File: config.mk
export PLATFORM = sky130hd
export DESIGN_NAME = http2_frame_deframer_core
export DESIGN_NICKNAME = d
export VERILOG_FILES = /design/src/sv/hfd_pkg.sv /design/src/sv/hfd_in_stage.sv /design/src/sv/hfd_parser.sv /design/src/sv/hfd_out_stage.sv /design/src/sv/http2_frame_deframer_core.sv
export SDC_FILE = /design/constraint.sdc
export NUM_CORES = 1
export LEC_CHECK = 0
export ABC_CLOCK_PERIOD_IN_PS = 7200
export BUFFER_PORTS_ARGS = -buffer_cell sky130_fd_sc_hd__clkbuf_2
export CAP_MARGIN = 0
export CORE_MARGIN = 2
export CORE_UTILIZATION = 58
export CTS_BUF_LIST = sky130_fd_sc_hd__clkbuf_16
export CTS_CLUSTER_DIAMETER = 150
export DETAILED_ROUTE_END_ITERATION = 8
export PLACE_DENSITY = 0.78
export SLEW_MARGIN = 10
export SYNTH_ARGS = -nofsm -noshare
export SYNTH_HDL_FRONTEND = slang
export SYNTH_SLANG_ARGS = --single-unit
export TNS_END_PERCENT = 100
File: constraint.sdc
create_clock -name clk -period 7.2 [get_ports clk]
set_input_delay 0.72 -clock clk [delete_from_list [all_inputs] [get_ports clk]]
set_output_delay 0.72 -clock clk [all_outputs]
set_load 0.03 [all_outputs]
File: src/sv/hfd_pkg.sv
package hfd_pkg;

  localparam int PREFACE_BYTES = 24;
  localparam int HEADER_BYTES  = 9;

  localparam logic [1:0] ROLE_PREFACE = 2'd0;
  localparam logic [1:0] ROLE_HEADER  = 2'd1;
  localparam logic [1:0] ROLE_PAYLOAD = 2'd2;

  typedef struct packed {
    logic [1:0]  byte_role;
    logic [7:0]  data_byte;
    logic        header_valid;
    logic [23:0] frame_length;
    logic [7:0]  frame_type;
    logic [7:0]  frame_flags;
    logic [31:0] stream_ident;
    logic        frame_done;
    logic        preface_mismatch;
  } result_t;

  // client connection preface "PRI * HTTP/2.0\r\n\r\nSM\r\n\r\n"
  function automatic logic [7:0] preface_byte(input logic [4:0] pos);
    logic [7:0] val;
    unique case (pos)
      5'd0:    val = 8'h50;
      5'd1:    val = 8'h52;
      5'd2:    val = 8'h49;
      5'd3:    val = 8'h20;
      5'd4:    val = 8'h2A;
      5'd5:    val = 8'h20;
      5'd6:    val = 8'h48;
      5'd7:    val = 8'h54;
      5'd8:    val = 8'h54;
      5'd9:    val = 8'h50;
      5'd10:   val = 8'h2F;
      5'd11:   val = 8'h32;
      5'd12:   val = 8'h2E;
      5'd13:   val = 8'h30;
      5'd14:   val = 8'h0D;
      5'd15:   val = 8'h0A;
      5'd16:   val = 8'h0D;
      5'd17:   val = 8'h0A;
      5'd18:   val = 8'h53;
      5'd19:   val = 8'h4D;
      5'd20:   val = 8'h0D;
      5'd21:   val = 8'h0A;
      5'd22:   val = 8'h0D;
      5'd23:   val = 8'h0A;
      default: val = 8'h00;
    endcase
    return val;
  endfunction

endpackage

File: src/sv/hfd_in_stage.sv
module hfd_in_stage (
  input  logic       clk,
  input  logic       rst,
  input  logic       in_valid,
  output logic       in_stall,
  input  logic [7:0] rx_byte,
  input  logic       take,
  output logic       q_valid,
  output logic [7:0] q_byte
);
  import hfd_pkg::*;

  // register is free when empty or when its byte moves on this cycle
  assign in_stall = q_valid & ~take;

  always_ff @(posedge clk) begin
    if (rst) begin
      q_valid <= 1'b0;
    end else if (!in_stall) begin
      q_valid <= in_valid;
    end
    if (in_valid && !in_stall) begin
      q_byte <= rx_byte;
    end
  end

endmodule

File: src/sv/hfd_parser.sv
module hfd_parser (
  input  logic             clk,
  input  logic             rst,
  input  logic             step,
  input  logic [7:0]       q_byte,
  output hfd_pkg::result_t res
);
  import hfd_pkg::*;

  typedef enum logic [1:0] {
    PH_PREFACE = 2'd0,
    PH_HEADER  = 2'd1,
    PH_PAYLOAD = 2'd2
  } phase_t;

  phase_t      phase, phase_next;
  logic [4:0]  byte_position, byte_position_next;
  logic [23:0] length_reg, length_reg_next;
  logic [7:0]  type_reg, type_reg_next;
  logic [7:0]  flags_reg, flags_reg_next;
  logic [31:0] stream_reg, stream_reg_next;
  logic [23:0] payload_remaining, payload_remaining_next;
  logic        mismatch_flag, mismatch_flag_next;

  always_comb begin
    phase_next             = phase;
    byte_position_next     = byte_position;
    length_reg_next        = length_reg;
    type_reg_next          = type_reg;
    flags_reg_next         = flags_reg;
    stream_reg_next        = stream_reg;
    payload_remaining_next = payload_remaining;
    mismatch_flag_next     = mismatch_flag;
    res                    = '0;
    res.data_byte          = q_byte;

    unique case (phase)
      PH_PREFACE: begin
        res.byte_role = ROLE_PREFACE;
        if (byte_position >= 5'(PREFACE_BYTES) || preface_byte(byte_position) != q_byte) begin
          mismatch_flag_next = 1'b1;
        end
        if (byte_position >= 5'(PREFACE_BYTES - 1)) begin
          phase_next         = PH_HEADER;
          byte_position_next = '0;
        end else begin
          byte_position_next = byte_position + 5'd1;
        end
      end
      PH_PAYLOAD: begin
        res.byte_role = ROLE_PAYLOAD;
        if (payload_remaining <= 24'd1) begin
          payload_remaining_next = '0;
          res.frame_done         = 1'b1;
          phase_next             = PH_HEADER;
          byte_position_next     = '0;
        end else begin
          payload_remaining_next = payload_remaining - 24'd1;
        end
      end
      default: begin
        // unused phase code behaves as the header phase
        res.byte_role = ROLE_HEADER;
        if (byte_position < 5'd3) begin
          length_reg_next = {length_reg[15:0], q_byte};
        end else if (byte_position == 5'd3) begin
          type_reg_next = q_byte;
        end else if (byte_position == 5'd4) begin
          flags_reg_next = q_byte;
        end else begin
          stream_reg_next = {stream_reg[23:0], q_byte};
        end

        if (byte_position >= 5'(HEADER_BYTES - 1)) begin
          res.header_valid   = 1'b1;
          res.frame_length   = length_reg;
          res.frame_type     = type_reg;
          res.frame_flags    = flags_reg;
          res.stream_ident   = stream_reg_next;
          byte_position_next = '0;
          if (length_reg == 24'd0) begin
            res.frame_done = 1'b1;
            phase_next     = PH_HEADER;
          end else begin
            payload_remaining_next = length_reg;
            phase_next             = PH_PAYLOAD;
          end
        end else begin
          byte_position_next = byte_position + 5'd1;
        end
      end
    endcase

    res.preface_mismatch = mismatch_flag_next;
  end

  always_ff @(posedge clk) begin
    if (rst) begin
      phase             <= PH_PREFACE;
      byte_position     <= '0;
      length_reg        <= '0;
      type_reg          <= '0;
      flags_reg         <= '0;
      stream_reg        <= '0;
      payload_remaining <= '0;
      mismatch_flag     <= 1'b0;
    end else if (step) begin
      phase             <= phase_next;
      byte_position     <= byte_position_next;
      length_reg        <= length_reg_next;
      type_reg          <= type_reg_next;
      flags_reg         <= flags_reg_next;
      stream_reg        <= stream_reg_next;
      payload_remaining <= payload_remaining_next;
      mismatch_flag     <= mismatch_flag_next;
    end
  end

endmodule

File: src/sv/hfd_out_stage.sv
module hfd_out_stage (
  input  logic             clk,
  input  logic             rst,
  input  logic             q_valid,
  input  hfd_pkg::result_t res,
  output logic             take,
  output logic             out_valid,
  input  logic             out_stall,
  output hfd_pkg::result_t res_q
);
  import hfd_pkg::*;

  // result register loads whenever it is empty or being drained
  assign take = ~out_valid | ~out_stall;

  always_ff @(posedge clk) begin
    if (rst) begin
      out_valid <= 1'b0;
    end else if (take) begin
      out_valid <= q_valid;
    end
    if (take && q_valid) begin
      res_q <= res;
    end
  end

endmodule

File: src/sv/http2_frame_deframer_core.sv
// HTTP/2 receive deframer: one connection byte in, one tagged byte out.
// Input channel in_valid/in_stall carries rx_byte; a byte transfers at a
// clock edge with in_valid high and in_stall low. The output channel
// out_valid/out_stall carries the role of each byte (preface, header,
// payload), the byte itself, the decoded header on the ninth header byte,
// the end-of-frame mark and the sticky preface mismatch flag.
// Throughput is one byte per cycle while out_stall is low. A byte is held
// in the input register, is parsed by a single pass of logic against the
// parse state, and lands in the result register, from which it may
// transfer out. When out_stall is high the result holds; the input
// register still takes one more byte, and in_stall rises only while both
// registers are full. Synchronous reset (rst high) empties both registers,
// returns the parser to the start of the 24-byte preface and clears the
// mismatch flag and the header fields.
module http2_frame_deframer_core (
  input  logic        clk,
  input  logic        rst,
  input  logic        in_valid,
  output logic        in_stall,
  input  logic [7:0]  rx_byte,
  output logic        out_valid,
  input  logic        out_stall,
  output logic [1:0]  byte_role,
  output logic [7:0]  data_byte,
  output logic        header_valid,
  output logic [23:0] frame_length,
  output logic [7:0]  frame_type,
  output logic [7:0]  frame_flags,
  output logic [31:0] stream_ident,
  output logic        frame_done,
  output logic        preface_mismatch
);
  import hfd_pkg::*;

  logic       take;
  logic       q_valid;
  logic [7:0] q_byte;
  result_t    res;
  result_t    res_q;

  hfd_in_stage u_in (
    .clk      (clk),
    .rst      (rst),
    .in_valid (in_valid),
    .in_stall (in_stall),
    .rx_byte  (rx_byte),
    .take     (take),
    .q_valid  (q_valid),
    .q_byte   (q_byte)
  );

  hfd_parser u_parse (
    .clk    (clk),
    .rst    (rst),
    .step   (q_valid & take),
    .q_byte (q_byte),
    .res    (res)
  );

  hfd_out_stage u_out (
    .clk       (clk),
    .rst       (rst),
    .q_valid   (q_valid),
    .res       (res),
    .take      (take),
    .out_valid (out_valid),
    .out_stall (out_stall),
    .res_q     (res_q)
  );

  assign byte_role        = res_q.byte_role;
  assign data_byte        = res_q.data_byte;
  assign header_valid     = res_q.header_valid;
  assign frame_length     = res_q.frame_length;
  assign frame_type       = res_q.frame_type;
  assign frame_flags      = res_q.frame_flags;
  assign stream_ident     = res_q.stream_ident;
  assign frame_done       = res_q.frame_done;
  assign preface_mismatch = res_q.preface_mismatch;

`ifndef SYNTHESIS
  a_hdr_role: assert property (@(posedge clk) disable iff (rst)
    out_valid && header_valid |-> byte_role == ROLE_HEADER)
    else $error("header_valid on a byte that is not a header byte");

  a_zero_len_done: assert property (@(posedge clk) disable iff (rst)
    out_valid && header_valid && frame_length == 24'd0 |-> frame_done)
    else $error("zero-length frame not marked done");

  a_preface_quiet: assert property (@(posedge clk) disable iff (rst)
    out_valid && byte_role == ROLE_PREFACE |-> !frame_done && !header_valid)
    else $error("frame marks on a preface byte");

  a_in_full_stall: assert property (@(posedge clk) disable iff (rst)
    in_stall |-> out_valid && out_stall)
    else $error("input stalled while result register can drain");
`endif

endmodule

==> metrics.cfg, run 1 <==
[run_status]
status = finished clean

[run]
cap_violations = 0

[drt]
routed-via-count = 6349
ant_nets = 0
drt_iter0_markers = 647
drc = 0
vias_per_cell = 5.841
wl_per_cell_um = 16.96
drtPass1Iterations = 5
drt_wl_total_um = 18430

[cts]
clkTransAtPathRegs_ps = 80
cts.sinks = 198
post_cts_buffers = 0
clk_latency_ps = 430
cts.htree.levels = 4
clockBufferDepth = 2
hold_buffers = 0
cts-root-buf = clkbuf_16
cts_tree = built
ctsResizeCount = 0
cts_buffers = 17

[worst_setup_path]
cpMostUsedCell = nand2_1
cp.arrival_ps = 4070
worst_ep_required_time_ps = 7500
end_kind = flop
worstSetupPathType = in -> reg
worst_setup_path_start_kind = primary input
critPathBufInv = 4
max_stage_delay_ps = 780
cp_max_fo = 75
crit_path_cell_trace = clkbuf_2 -> nand2_1 -> nand2_1 -> clkinv_2 -> buf_4 -> nand4_2 -> a21oi_2 -> inv_1 -> ha_1 -> nand3b_1 -> a211oi_1 -> o22ai_1
reg2reg_slack_ps = 3500
critPathSlowestCell = buf_4
critical_path.top_delay_family = buffers and inverters

[floorplanning]
die_h_um = 124.6
rows = 44
initial_core_util_pct = 58.70
die_area_um2 = 15520
die_w_um = 124.6
ioPinCount = 99
coreArea_um2 = 14370

[timing]
worstMarginPinSlew_ps = 928.5
setup_tns_ps = 0
period_needed_ps = 3761
fin_worst_skew_ps = 11.36
fin_crit_sh_pct = 52.24
finalMaxSlewViolations = 0
relSlewSlack_pct = 38.10
rsz0062_at_grt = no
hold_violations = 0
hold_slack_ps = 456.9
clock.fmax_mhz = 265.9
final-setup-viol-count = 0

[global_route]
grt_util_met3_pct = 3.995
gr-total-overflow = 0
grt_max_degree = 76
grt_pass1_vias = 5858
grt_busiest_layer = met2
grt_use_met2_pct = 38.15
grt_pass1_wl_um = 30130
use_met1_pct = 33.51
track_usage_pct = 24.03
antenna_found_initial = 0

[yosys]
synthCells = 820
synth_top_area_share_pct = 33.11
ys_top_cells_by_area = edfxtp_1, dfxtp_1, nand2_1
synth_fp_nets = 843
synth_cell_types = 72
synth-main-ff-cell = dfxtp_1
async_reset_ff_share_pct = 0
post_synth.cell_area_avg_um2 = 10.29
ys_seq_elements = 198
synth_warnings = 0
yosysSeqAreaShare_pct = 58.03
synth_edf_count = 93
yosysTopAreaCell = edfxtp_1
syn_area_um2 = 8434

[finish]
final_area_um2 = 9589
final_cells = 1087
drive_above_1_share_pct = 18.49
regMostFlops = u_out.res_q
fin_util_pct = 66.74
synthToLayoutAreaGrowth_pct = 13.69
largest_register_ffs = 85
diodes = 0
nets = 913

[power_and_ir_drop]
power.density_nw_per_um2 = 237.7
p_leak_nw = 3.509
ir_worst_vdd_mv = 0.1575

[place]
gp_congestion = 0.9091
numPortBuffers = 98
detailed_place_hpwl_um = 11930
place_area_um2 = 9000
dp.cells = 1055

[hold_path]
hold_path_class = reg -> reg

==> routing by layer <==
layer	up-vias	routed length, µm
met3	26	919
met4	0	317
met5	-	0
li1	3046	-
met2	230	8783
met1	3047	8413
==> synthesized netlist by cell type (11+ instances only) <==
cell	number
inv_1	11
nand2_1	145
mux2i_1	18
o21ai_0	25
nor4_1	11
a21oi_1	59
a22oi_1	21
dfxtp_1	105
and2_1	75
clkbuf_1	47
edfxtp_1	93
nand3_1	11
ha_1	11
nor2_1	57
==> layout make-up <==
class                   count  area (µm²)
fillers                  1064        4780
well taps                 184       230.2
clock inverters            15       163.9
inverters                  16       63.81
flip-flops and latches    198        4895
multi-input cells         553        3276
repair buffers            104       535.5
clock buffers              17       425.4
==> cell families after synthesis <==
kind of cell | share of synthesized area [%]
adder cells (fa/ha/maj) | 1.632
flip-flops | 58.03
buffers and inverters | 3.264
AO/OA/AOI/OAI | 14.08
AND/OR/NAND/NOR | 19.82
XOR/XNOR | 1.038
multiplexers | 2.136
==> worst min-delay path, stage by stage, from the launching register on <==
cell and delay, ps:
dfxtp_1 310, nand2_1 50, a21oi_1 50
==> power breakdown <==
group	internal (mW)	switching [mW]
logic	0.0279	0.0906
clock network	0.493	0.445
registers	1.20	0.0185
total	1.73	0.554
==> per-stage QoR <==
stage / power [mW] / setup WS [ps]
6_report: 2.279 / 3439
5_1_grt: 2.338 / 3078
4_1_cts: 2.287 / 3517
3_5_place_dp: 1.367 / 3086
3_3_place_gp: 1.365 / 3168
2_1_floorplan: 1.329 / 1760
==> cell usage in the layout, fill, tap and decap left out, drive strengths merged, types with 4 or more instances in the layout <==
cell type and count:
nand2 146, clkbuf 114, dfxtp 105, edfxtp 93, and2 75, a21oi 60, nor2 57, o21ai 30
inv 23, a22oi 21, mux2i 18, nor4 14, nand3 12, ha 11, nor3 11, a211oi 9
o31ai 8, xor2 7, buf 7, a31oi 7, a21o 4, and3 4, o41ai 4, nand4 4
or4 4, or2 4, clkinv 4
==> final timing paths <==
path	startpoint	endpoint	depth (start not counted)
min reg2reg	u_parse.stream_reg[22]$_SDFFE_PP0P_	u_parse.stream_reg[22]$_SDFFE_PP0P_	2
max	out_stall	flop	12
min	u_parse.stream_reg[22]$_SDFFE_PP0P_	u_parse.stream_reg[22]$_SDFFE_PP0P_	2
max reg2reg	u_out.out_valid$_SDFFE_PP0N_	flop	11
(Power assumes the default switching activity.)
==> run 2, diff against run 1 <==
--- a/config.mk
+++ b/config.mk
@@ -5,15 +5,16 @@
 export SDC_FILE = /design/constraint.sdc
 export NUM_CORES = 1
 export LEC_CHECK = 0
-export ABC_CLOCK_PERIOD_IN_PS = 7200
+export ABC_AREA = 1
+export ABC_CLOCK_PERIOD_IN_PS = 3500
 export BUFFER_PORTS_ARGS = -buffer_cell sky130_fd_sc_hd__clkbuf_2
 export CAP_MARGIN = 0
 export CORE_MARGIN = 2
-export CORE_UTILIZATION = 58
+export CORE_UTILIZATION = 59
 export CTS_BUF_LIST = sky130_fd_sc_hd__clkbuf_16
 export CTS_CLUSTER_DIAMETER = 150
 export DETAILED_ROUTE_END_ITERATION = 8
-export PLACE_DENSITY = 0.78
+export PLACE_DENSITY = 0.79
 export SLEW_MARGIN = 10
 export SYNTH_ARGS = -nofsm -noshare
 export SYNTH_HDL_FRONTEND = slang
==> constraint.sdc (replaced) <==
create_clock -name clk -period 3.5 [get_ports clk]
set_input_delay 0.35 -clock clk [delete_from_list [all_inputs] [get_ports clk]]
set_output_delay 0.35 -clock clk [all_outputs]
set_load 0.03 [all_outputs]
==> run 2 against run 1 <==
Effect of this change:
- synthesized cell count increased by 32%
- sequential cell count rose by 8
- sequential share of layout area down 3.2 points
- via count increased by 15%
- final area rose by 10%
==> metrics.cfg, run 2 <==
[yosys]
post_synth.cell_area_avg_um2 = 8.610
syn_area_um2 = 9316
synthCells = 1082
async_reset_ff_share_pct = 0
synth_cell_types = 41
synth_warnings = 0
ys_top_cells_by_area = edfxtp_1, dfxtp_1, inv_1
synth_fp_nets = 1105
yosys-top-cells-count = inv_1, nand2_1, nor2_1, a21oi_1, dfxtp_1
synth.most_common_cell = inv_1
synth-main-ff-cell = dfxtp_1
synth_edf_count = 93
yosysTopAreaCell = edfxtp_1
synth_top_area_share_pct = 29.98
ys_seq_elements = 206
yosysSeqAreaShare_pct = 54.26

[finish]
diodes = 0
fillers = 1226
multiInputGateArea_um2 = 3328
seq_area_um2 = 5055
nets = 1185
layout_commonest_cell = inv_1
fin_util_pct = 69.04
largest_register_ffs = 85
layout_common_cells = inv_1, nand2_1, nor2_1, a21oi_1, dfxtp_1
synthToLayoutAreaGrowth_pct = 13.50
drive_above_1_share_pct = 15.89

[worst_setup_path]
worst_setup_path_start_kind = flop
cp.arrival_ps = 3310
critPathBufInv = 3
critical_path.top_delay_family = simple AND/OR/NAND/NOR gates
crit_path_cell_trace = inv_1 -> ha_1 -> inv_1 -> nand2_1 -> nand2_1 -> nor2_2 -> nand3_4 -> nand2_8 -> nand2_8 -> nand2_1 -> nand2_1 -> nor2_2 -> inv_1 -> ha_1 -> or2_2 -> nand2_1 -> nand2_1 -> nand2_1 -> nand2_1 -> nand2_1 -> nand2_1
cp_max_fo = 19
cpMostUsedCell = nand2_1
end_kind = flop
worst_ep_required_time_ps = 3890
worstSetupPathType = reg -> reg
max_stage_delay_ps = 320
critPathSlowestCell = dfxtp_1

[cts]
post_cts_buffers = 0
clockBufferDepth = 3
cts.htree.levels = 1
ctsResizeCount = 0
cts_buffers = 21
cts-root-buf = clkbuf_16
clkTransAtPathRegs_ps = 60
clk_latency_ps = 500
hold_buffers = 0
cts.sinks = 206
cts_tree = built

[drt]
vias_per_cell = 5.272
drtPass1Iterations = 5
drt_wl_total_um = 20380
drc = 0
routed-via-count = 7317
drt_iter0_markers = 668
ant_nets = 0
wl_per_cell_um = 14.69

[power_and_ir_drop]
p_leak_nw = 4.630
power.density_nw_per_um2 = 482.8
ir_worst_vdd_mv = 0.3365
finalPower_mw = 5.105

[timing]
clock.fmax_mhz = 343.3
relSlewSlack_pct = 36.86
fin_crit_sh_pct = 83.22
hold_violations = 0
fin_worst_skew_ps = 9.467
period_needed_ps = 2913
finalMaxSlewViolations = 0
setup_tns_ps = 0
rsz0062_at_grt = no
worstMarginPinSlew_ps = 947.1
final-setup-viol-count = 0

[global_route]
gr-total-overflow = 0
antenna_found_initial = 0
grt_pass1_wl_um = 32960
grt_max_degree = 77
grt_pass1_vias = 6585
track_usage_pct = 24.48

[floorplanning]
ioPinCount = 99
rows = 45
initial_core_util_pct = 60.83
die_area_um2 = 16810
die_w_um = 129.7
coreArea_um2 = 15310
die_h_um = 129.7

[run]
cap_violations = 0

[place]
detailed_place_hpwl_um = 13540
gp_congestion = 0.8882
numPortBuffers = 98

[run_status]
status = finished clean

[hold_path]
hold_path_class = in -> reg

-- run 2: layout make-up --
class / instances / share of cell area [%]
Clock buffer: 21 / 4.970
Multi-Input combinational cell: 635 / 31.48
Sequential cell: 206 / 47.80
Timing Repair Buffer: 106 / 5.206
Clock inverter: 17 / 1.231
Tap cell: 211 / 2.497
Inverter: 192 / 6.816
-- run 2: cell families after synthesis --
group | count (synthesis) | synth area share [%]
AO/OA/AOI/OAI | 271 | 16.37
buffers and inverters | 241 | 10.02
AND/OR/NAND/NOR | 340 | 16.65
XOR/XNOR | 13 | 1.222
adder cells (fa/ha/maj) | 11 | 1.477
flip-flops | 206 | 54.26
-- run 2: where the power goes --
group	switching (mW)	internal (mW)
Combinational	0.264	0.104
Sequential	0.0333	2.57
Clock	0.895	1.24
Total	1.19	3.91
-- run 2: worst paths after layout --
check,from,endpoint,depth (start not counted),slack (ps)
setup / recovery,u_parse.payload_remaining[0]$_SDFFE_PP0P_,flop,21,590
hold / removal,rx_byte[2],u_in.q_byte[2]$_DFFE_PP_,1,30
setup reg to reg,u_parse.payload_remaining[0]$_SDFFE_PP0P_,flop,21,590
hold reg to reg,u_parse.type_reg[3]$_SDFFE_PP0P_,u_parse.type_reg[3]$_SDFFE_PP0P_,2,460
-- run 2: through the flow --
step                      worst slack [ps]  instance area [µm²]  hold slack (ps)  instances
final                                587.2                10570            26.37       1388
after global routing                 377.9                10570            15.55       1388
after CTS                            633.2                10570            12.67       1388
after detailed placement             680.4                 9918            446.7       1350
after global placement               775.3                 9918            439.1       1350
after floorplan                      68.90                 9316            430.0       1082
-- run 2: per-layer routing --
| metal | vias up | track usage, % | wire length (µm) |
|---|---|---|---|
| li1 | 3690 | - | - |
| met5 | - | 0 | 0 |
| met3 | 27 | 3.344 | 1575 |
| met4 | 0 | 6.009 | 381 |
| met2 | 267 | 38.47 | 9239 |
| met1 | 3333 | 36.16 | 9185 |
==> run 3, diff against run 2 <==
--- a/config.mk
+++ b/config.mk
@@ -5,16 +5,16 @@
 export SDC_FILE = /design/constraint.sdc
 export NUM_CORES = 1
 export LEC_CHECK = 0
-export ABC_AREA = 1
-export ABC_CLOCK_PERIOD_IN_PS = 3500
+export ABC_AREA = 0
+export ABC_CLOCK_PERIOD_IN_PS = 2690
 export BUFFER_PORTS_ARGS = -buffer_cell sky130_fd_sc_hd__clkbuf_2
 export CAP_MARGIN = 0
 export CORE_MARGIN = 2
-export CORE_UTILIZATION = 59
+export CORE_UTILIZATION = 58
 export CTS_BUF_LIST = sky130_fd_sc_hd__clkbuf_16
 export CTS_CLUSTER_DIAMETER = 150
 export DETAILED_ROUTE_END_ITERATION = 8
-export PLACE_DENSITY = 0.79
+export PLACE_DENSITY = 0.78
 export SLEW_MARGIN = 10
 export SYNTH_ARGS = -nofsm -noshare
 export SYNTH_HDL_FRONTEND = slang
==> constraint.sdc (replaced) <==
create_clock -name clk -period 2.69 [get_ports clk]
set_input_delay 0.269 -clock clk [delete_from_list [all_inputs] [get_ports clk]]
set_output_delay 0.269 -clock clk [all_outputs]
set_load 0.03 [all_outputs]
==> run 3 against run 2 <==
Effect of this change:
- combinational power decreased by 3%
- power grew 18%
- critical path type unchanged
- clock-buffer cell count shrank 4
- largest cell class unchanged
- sequential power rose by 26%
- final area is 4.3% lower
- via count down 9.6%
- first-iteration DRC count fell by 7.9%
==> metrics.cfg, run 3 (synthesis gave the netlist of run 1 again) <==
[timing]
relSlewSlack_pct = 55.44
hold_slack_ps = 10.93
fin_crit_sh_pct = 97.86
finalMaxSlewViolations = 0
worstMarginPinSlew_ps = 667.0
period_needed_ps = 2632
clock.fmax_mhz = 379.9
final-setup-viol-count = 0
fin_worst_skew_ps = 10.25
hold_violations = 0
rsz0062_at_grt = yes

[worst_setup_path]
cp.arrival_ps = 2950
worst_setup_path_start_kind = flop
max_stage_delay_ps = 350
critPathSlowestCell = dfxtp_1
cp_max_fo = 4
worst_ep_required_time_ps = 3010
end_kind = flop
worstSetupPathType = reg -> reg
crit_path_cell_trace = nor3_2 -> o2111ai_2 -> buf_4 -> o21ai_4 -> nand4_2 -> a21oi_4 -> inv_1 -> ha_1 -> nand3b_1 -> a211oi_2 -> o22ai_1

[finish]
nets = 973
largest_register_ffs = 85
layout_common_cells = nand2_1, dfxtp_1, clkbuf_2, edfxtp_1, and2_1
regMostFlops = u_out.res_q
diodes = 0
fillers = 1003
layout_commonest_cell = nand2_1
synthToLayoutAreaGrowth_pct = 19.94
drive_above_1_share_pct = 24.51
fin_util_pct = 70.40

[cts]
clockBufferDepth = 2
cts.sinks = 198
cts-root-buf = clkbuf_16
cts_buffers = 17
cts_tree = built
cts.htree.levels = 4
clkTransAtPathRegs_ps = 70
clk_latency_ps = 440

[drt]
vias_per_cell = 5.767
routed-via-count = 6615
drt_iter0_markers = 615
drc = 0
drt_wl_total_um = 19610
drtPass1Iterations = 6
ant_nets = 0
wl_per_cell_um = 17.10

[place]
detailed_place_hpwl_um = 13100
gp_congestion = 0.9017
numPortBuffers = 98

[global_route]
antenna_found_initial = 0
grt_pass1_wl_um = 30680
grt_max_degree = 75
track_usage_pct = 24.70
gr-total-overflow = 0
grt_pass1_vias = 6246

[floorplanning]
initial_core_util_pct = 58.70
die_area_um2 = 15520
rows = 44
die_h_um = 124.6
ioPinCount = 99
coreArea_um2 = 14370
die_w_um = 124.6

[run]
cap_violations = 0

[power_and_ir_drop]
pwr-share-clk_pct = 39.9
p_int_mw = 4.541
power.density_nw_per_um2 = 596.4
switching_share_pct = 24.74
p_leak_nw = 3.819
power.switching_mw = 1.493
pwr-share-comb_pct = 5.9
power_frac_seq_pct = 54.2
ir_worst_vdd_mv = 0.3888
finalPower_mw = 6.033

[run_status]
status = finished clean

[hold_path]
hold_path_class = in -> reg

## run 3: repair_timing
item,4_1_cts,5_1_grt
pin swaps,1,7
gates resized for setup,1,16
hold buffers,1,1
endpoints found under the setup margin,2,7
buffers inserted,0,3
endpoints found under the hold margin,1,1
## run 3: final cells by class
class / instances / area (µm²) / area share (%)
flip-flops and latches: 198 / 4897 / 48.41
multi-input cells: 553 / 3358 / 33.20
repair buffers: 164 / 1007 / 9.957
clock buffers: 17 / 425.4 / 4.205
well taps: 184 / 230.2 / 2.276
clock inverters: 15 / 133.9 / 1.323
inverters: 16 / 63.81 / 0.6308
## run 3: path summary, 6_finish.rpt
path	startpoint	endpoint	slack, ps	depth (start not counted)
worst max-delay path	u_parse.payload_remaining[8]$_SDFFE_PP0P_	flop	60	11
worst min-delay path	rx_byte[3]	u_in.q_byte[3]$_DFFE_PP_	10	1
worst max register to register	u_parse.payload_remaining[8]$_SDFFE_PP0P_	flop	60	11
worst min register to register	u_parse.stream_reg[20]$_SDFFE_PP0P_	u_parse.stream_reg[20]$_SDFFE_PP0P_	460	2
## run 3: stage by stage
step                      std cells  worst slack, ps  cell area [µm²]  setup TNS (ps)
after CTS                      1143            30.14             9996               0
after global routing           1147           -94.69            10120          -203.9
after detailed placement       1110           -38.36             9427          -38.36
after global placement         1110            84.40             9427               0
after floorplan                 820            35.74             8457               0
final                          1147            57.69            10120               0
## run 3: critical path: cells and delay by family (launching register included)
kind / cells / cell delay, ps
AND/OR/NAND/NOR: 3 / 690
AO/OA/AOI/OAI: 5 / 920
buffers and inverters: 2 / 300
flip-flops: 1 / 350
adder cells (fa/ha/maj): 1 / 250
## run 3: per-layer routing
| layer | vias to the layer above | track usage [%] | wire [µm] |
|---|---|---|---|
| met4 | 0 | 8.394 | 401 |
| met1 | 3153 | 32.50 | 8414 |
| met5 | - | 0 | 0 |
| met3 | 43 | 5.241 | 1177 |
| li1 | 3157 | - | - |
| met2 | 262 | 40.92 | 9620 |
## run 3: power groups by stage
stage | combinational [mW] | sequential (mW) | clock (mW)
global placement | 0.340 | 3.33 | 0
floorplan | 0.105 | 3.45 | 0
CTS | 0.345 | 3.27 | 2.42
finish | 0.357 | 3.27 | 2.41
detailed placement | 0.343 | 3.34 | 0
global route | 0.376 | 3.27 | 2.54
